[config.mk]
export PLATFORM = sky130hd
export DESIGN_NAME = csa_ctrl
export DESIGN_NICKNAME = d
export VERILOG_FILES = /design/src/hdl/csa_pkg.sv /design/src/hdl/csa_ctrl.sv
export SDC_FILE = /design/constraint.sdc
export NUM_CORES = 1
export LEC_CHECK = 0
export BUFFER_PORTS_ARGS = -buffer_cell sky130_fd_sc_hd__buf_2
export CORE_AREA = 5 5 42 44
export DETAILED_ROUTE_END_ITERATION = 10
export DIE_AREA = 0 0 47 49
export SETUP_SLACK_MARGIN = 0.05
export SYNTH_ARGS = -nofsm -noshare
export SYNTH_HDL_FRONTEND = slang
export SYNTH_SLANG_ARGS = --single-unit
[constraint.sdc]
create_clock -name i_clk -period 1.8 [get_ports i_clk]
set_input_delay 0.18 -clock i_clk [delete_from_list [all_inputs] [get_ports i_clk]]
set_output_delay 0.18 -clock i_clk [all_outputs]
set_load 0.005 [all_outputs]
[src/hdl/csa_pkg.sv]
package csa_pkg;
    localparam int MAX_SEGS_DEF  = 32;
    localparam int ADDR_BITS_DEF = 20;
    localparam int OWNER_W       = 16;
    localparam int REQ_W         = 21;
    localparam int CFG_W         = 21;

    typedef enum logic [1:0] {
        OP_REQUEST = 2'd0,
        OP_RELEASE = 2'd1,
        OP_COMPACT = 2'd2,
        OP_STATUS  = 2'd3
    } t_op;

    typedef enum logic [1:0] {
        FIT_FIRST = 2'd0,
        FIT_BEST  = 2'd1,
        FIT_WORST = 2'd2,
        FIT_BAD   = 2'd3
    } t_fit;

    typedef enum logic [2:0] {
        ST_OK       = 3'd0,
        ST_NO_FIT   = 3'd1,
        ST_NO_OWNER = 3'd2,
        ST_FULL     = 3'd3,
        ST_BAD_MODE = 3'd4
    } t_status;

    // controller to datapath
    typedef struct packed {
        logic init;     // reload table from total size
        logic latch;    // capture request
        logic scan_clr; // restart scan
        logic scan_step;// examine entry at scan index
        logic apply;    // perform chosen edit (one step)
        logic emit;     // load output register
    } t_cmd;

    // datapath to controller
    typedef struct packed {
        logic scan_done;
        logic edit_done;
        logic list_last;
    } t_sts;
endpackage

[src/hdl/csa_ctrl.sv]
module csa_ctrl (
    input  logic          i_clk,
    input  logic          i_rst_n,
    input  logic          i_in_valid,
    output logic          o_in_ready,
    input  logic [1:0]    i_op,
    input  logic          i_out_ready,
    output logic          o_out_valid,
    input  logic [2:0]    i_status,
    output csa_pkg::t_cmd o_cmd,
    input  csa_pkg::t_sts i_sts
);
    import csa_pkg::*;

    typedef enum logic [5:0] {
        S_IDLE  = 6'b000001,
        S_SCAN  = 6'b000010,
        S_APPLY = 6'b000100,
        S_EMIT  = 6'b001000,
        S_WAIT  = 6'b010000,
        S_LIST  = 6'b100000
    } t_state;

    t_state r_state, n_state;
    logic   r_oval, n_oval;

    assign o_in_ready  = (r_state == S_IDLE);
    assign o_out_valid = r_oval;

    always_comb begin
        n_state = r_state;
        n_oval  = r_oval && !i_out_ready;
        o_cmd   = '0;
        unique case (r_state)
            S_IDLE: begin
                if (i_in_valid) begin
                    o_cmd.latch = 1'b1;
                    o_cmd.scan_clr = 1'b1;
                    n_state = (i_op == OP_STATUS) ? S_LIST : S_SCAN;
                end
            end
            S_SCAN: begin
                if (i_sts.scan_done) n_state = S_APPLY;
                else o_cmd.scan_step = 1'b1;
            end
            S_APPLY: begin
                if (i_status == ST_OK) o_cmd.apply = 1'b1;
                if (i_sts.edit_done || i_status != ST_OK) n_state = S_EMIT;
            end
            S_EMIT: begin
                if (!r_oval) begin
                    o_cmd.emit = 1'b1;
                    n_oval = 1'b1;
                    n_state = S_WAIT;
                end
            end
            S_WAIT: n_state = S_IDLE;
            S_LIST: begin
                if (!r_oval || i_out_ready) begin
                    o_cmd.emit = 1'b1;
                    o_cmd.scan_step = 1'b1;
                    n_oval = 1'b1;
                    if (i_sts.list_last) n_state = S_IDLE;
                end
            end
            default: n_state = S_IDLE;
        endcase
    end

    always_ff @(posedge i_clk) begin
        if (!i_rst_n) begin
            r_state <= S_IDLE;
            r_oval  <= 1'b0;
        end else begin
            r_state <= n_state;
            r_oval  <= n_oval;
        end
    end
endmodule

==> impl_metrics.ini <==
[pwr]
power_density_mw_per_mm2 = 670
p_leak_nw = 0.275
ir_worst_vdd_v = 0.000345

[route]
totalWireLength_mm = 1.35
dr.pass1.iters = 4
vias_per_cell = 5.58
final_antenna_net_count = 0
drc = 0
wl_per_cell_um = 13.7
vias = 547
drt_iter0_markers = 13

[placed_design]
hpwl_um = 875
placed_cells = 90
placed_area_um2 = 576
port_buffers = 18
place_congestion = 0.766

[cts]
h-tree-depth = 1
cts_tree = done
cts_buffers = 3
clkSlewWorstSetupHoldPaths_ps = 60
clock_tree.buffer_depth = 2
insertion_delay_ps = 260
holdBufCountCts = 0
cts.sinks = 7
root_buffer = clkbuf_4

[floorplan]
die_h_um = 49
core-area_mm2 = 0.00140
rows = 14
ios = 20
die_w_um = 47
start_util_pct = 34.1
dieArea_mm2 = 0.00230

[finish]
fin_area_um2 = 656
finalNonFillerCells = 98
diodes = 0
fillers = 140
fin_nets = 95
postLayoutCoreUtil_pct = 46.8
syn_to_final_growth_pct = 37.2
multi_input_area_um2 = 324
seq_area_um2 = 150
layout-drive-gt1-share_pct = 43.9

[status]
status = finished clean

[job]
maxCapViolations = 0

[yosys]
synth_ff_type = dfxtp_1
synth.avg_cell_area_um2 = 8.24
synth_compound_area_share_pct = 19.9
syn_nets = 70
synth_top_family_by_area = simple AND/OR/NAND/NOR gates
synth-seq-cells = 7
ys_async_sr_fraction_pct = 0
synthMuxAreaShare_pct = 0
synth_edf_count = 0
yosysUniqueCellTypes = 29
netlist_instances = 58
ys_seq_area_share_pct = 29.3
synthesis.area_um2 = 478
synthAdderAreaFrac_pct = 0
synthXorXnorAreaFrac_pct = 1.83
synthSimpleGateAreaFrac_pct = 42.4
yosysWarningCount = 0

[critical_path]
cp-start-kind = flip-flop
cp_cell_sequence = or4_4 -> nor2_4 -> o2bb2ai_1 -> buf_2
r2r_start = r_state[2]
critPathRequiredTime_ps = 1620
arrival_ps = 1520
slowest_delay_ps = 560
critPathKind = reg -> out
worstSetupStartpoint = r_state[2]
slowest_stage = or4_4
cp_max_fo = 3
crit_path_end_kind = output port

[timing]
finalSetupTns_ps = 0
fin_skew_ps = 1.74
slew_viol_final = 0
period_share_pct = 94.2
period_needed_ps = 1700
grt_setup_unrepaired = no
final-hold-violation-count = 0
finalSetupViolCount = 0
timing.fmax_mhz = 590

[global_routing]
antenna_found_initial = 0
grt_pass1_vias = 433
grt_max_degree = 10
grt_pass1_wl_mm = 1.81
grt_use_total_pct = 11.4
overflow = 0

[worst_hold_path]
hp-start = i_sts[2]
min_path_type = in -> reg
[report_power, final]
group | internal (W) | switching (W) | leakage (nW) | total, W
combinational | 0.0000620 | 0.0000507 | 0.201 | 0.000113
clock | 0.0000852 | 0.0000676 | 0.0150 | 0.000153
sequential | 0.000161 | 0.0000131 | 0.0586 | 0.000174
total | 0.000308 | 0.000131 | 0.275 | 0.000439
[through the flow]
stage / total power, W / hold WS [ps] / setup WS, ps
floorplan: 0.000235 / 293 / 473
global placement: 0.000269 / 432 / 313
detailed placement: 0.000269 / 431 / 304
CTS: 0.000427 / 145 / 52.5
global route: 0.000463 / 152 / 43.7
finish: 0.000439 / 167 / 104
[cells in the final DEF, fill, tap and decap left out]
master | synthesis | routed
nor4_1 | 3 | 3
nor3_1 | 1 | 1
inv_1 | 2 | 2
conb_1 | 1 | 1
clkbuf_4 | 0 | 3
o2bb2ai_1 | 3 | 2
and2_1 | 1 | 1
and2b_1 | 1 | 1
nor2b_1 | 3 | 3
clkbuf_1 | 0 | 1
a221o_1 | 1 | 1
dfxtp_4 | 0 | 2
a22oi_1 | 1 | 1
a2111oi_0 | 1 | 1
nor2_4 | 0 | 1
a31oi_1 | 1 | 1
o21ai_1 | 1 | 1
o32ai_1 | 1 | 1
xor2_1 | 1 | 1
a21oi_1 | 2 | 2
nand2_1 | 5 | 5
nor2_1 | 5 | 4
dfxtp_1 | 7 | 3
buf_4 | 2 | 5
nand3_1 | 5 | 5
buf_2 | 1 | 18
nor4b_2 | 1 | 1
nand2b_1 | 2 | 2
nor4b_1 | 1 | 1
nor4_4 | 1 | 1
dfxtp_2 | 0 | 2
a211oi_2 | 1 | 1
or4_4 | 1 | 1
o2bb2ai_2 | 0 | 1
nand3b_1 | 2 | 2
[cell usage after synthesis (2+ instances only)]
cell type,count,area share [%]
a21oi_1,2,2.1
buf_4,2,3.1
dfxtp_1,7,29
inv_1,2,1.6
nand2_1,5,3.9
nand2b_1,2,2.6
nand3_1,5,5.2
nand3b_1,2,3.1
nor2_1,5,3.9
nor2b_1,3,3.9
nor4_1,3,3.9
o2bb2ai_1,3,5.5
[layer usage]
| metal | GRT usage (%) | vias to the layer above | routed length (µm) |
|---|---|---|---|
| met5 | 0 | - | 0 |
| met4 | 9.68 | 0 | 49 |
| met3 | 3.69 | 5 | 123 |
| met2 | 14.5 | 29 | 593 |
| met1 | 14.8 | 249 | 580 |
| li1 | - | 264 | - |
[flip-flops by register name, indices dropped and copies added (netlist names)]
signal       count
o_out_valid      1
r_state          6
[worst max-delay path: cells and delay by family (launching register included)]
family	cells	cell delay, ps
AND/OR/NAND/NOR	2	670
flip-flops	1	340
buffers and inverters	1	120
AO/OA/AOI/OAI	1	110
[kinds of logic (layout without fill, tap and decap cells)]
family | Yosys count | in the layout
AOI/OAI and AO/OA | 12 | 12
xor gates and xnor gates | 1 | 1
buffers and inverters | 5 | 29
DFF | 7 | 7
other | 1 | 1
and+or+nand+nor | 32 | 32
[repair_timing]
action | 4_1_cts | 5_1_grt
resized for setup | 3 | 6
setup endpoints to repair | 2 | 4
setup buffers | 0 | 4
pin swaps | 0 | 3
[area by class of cell]
cell class | count | area share [%]
clock buffers | 4 | 4.01
inverters | 2 | 1.15
multi-input cells | 46 | 49.4
flip-flops and latches | 7 | 22.9
well taps | 16 | 3.05
repair buffers | 23 | 19.5
[path summary, 6_finish.rpt]
kind	depth (start not counted)	slack (ps)	end
hold reg to reg	2	530	r_state[3]
setup / recovery	4	100	o_cmd[0]
setup reg to reg	4	250	r_state[0]
hold / removal	2	170	r_state[1]
Power figures use the tool's default switching activity.
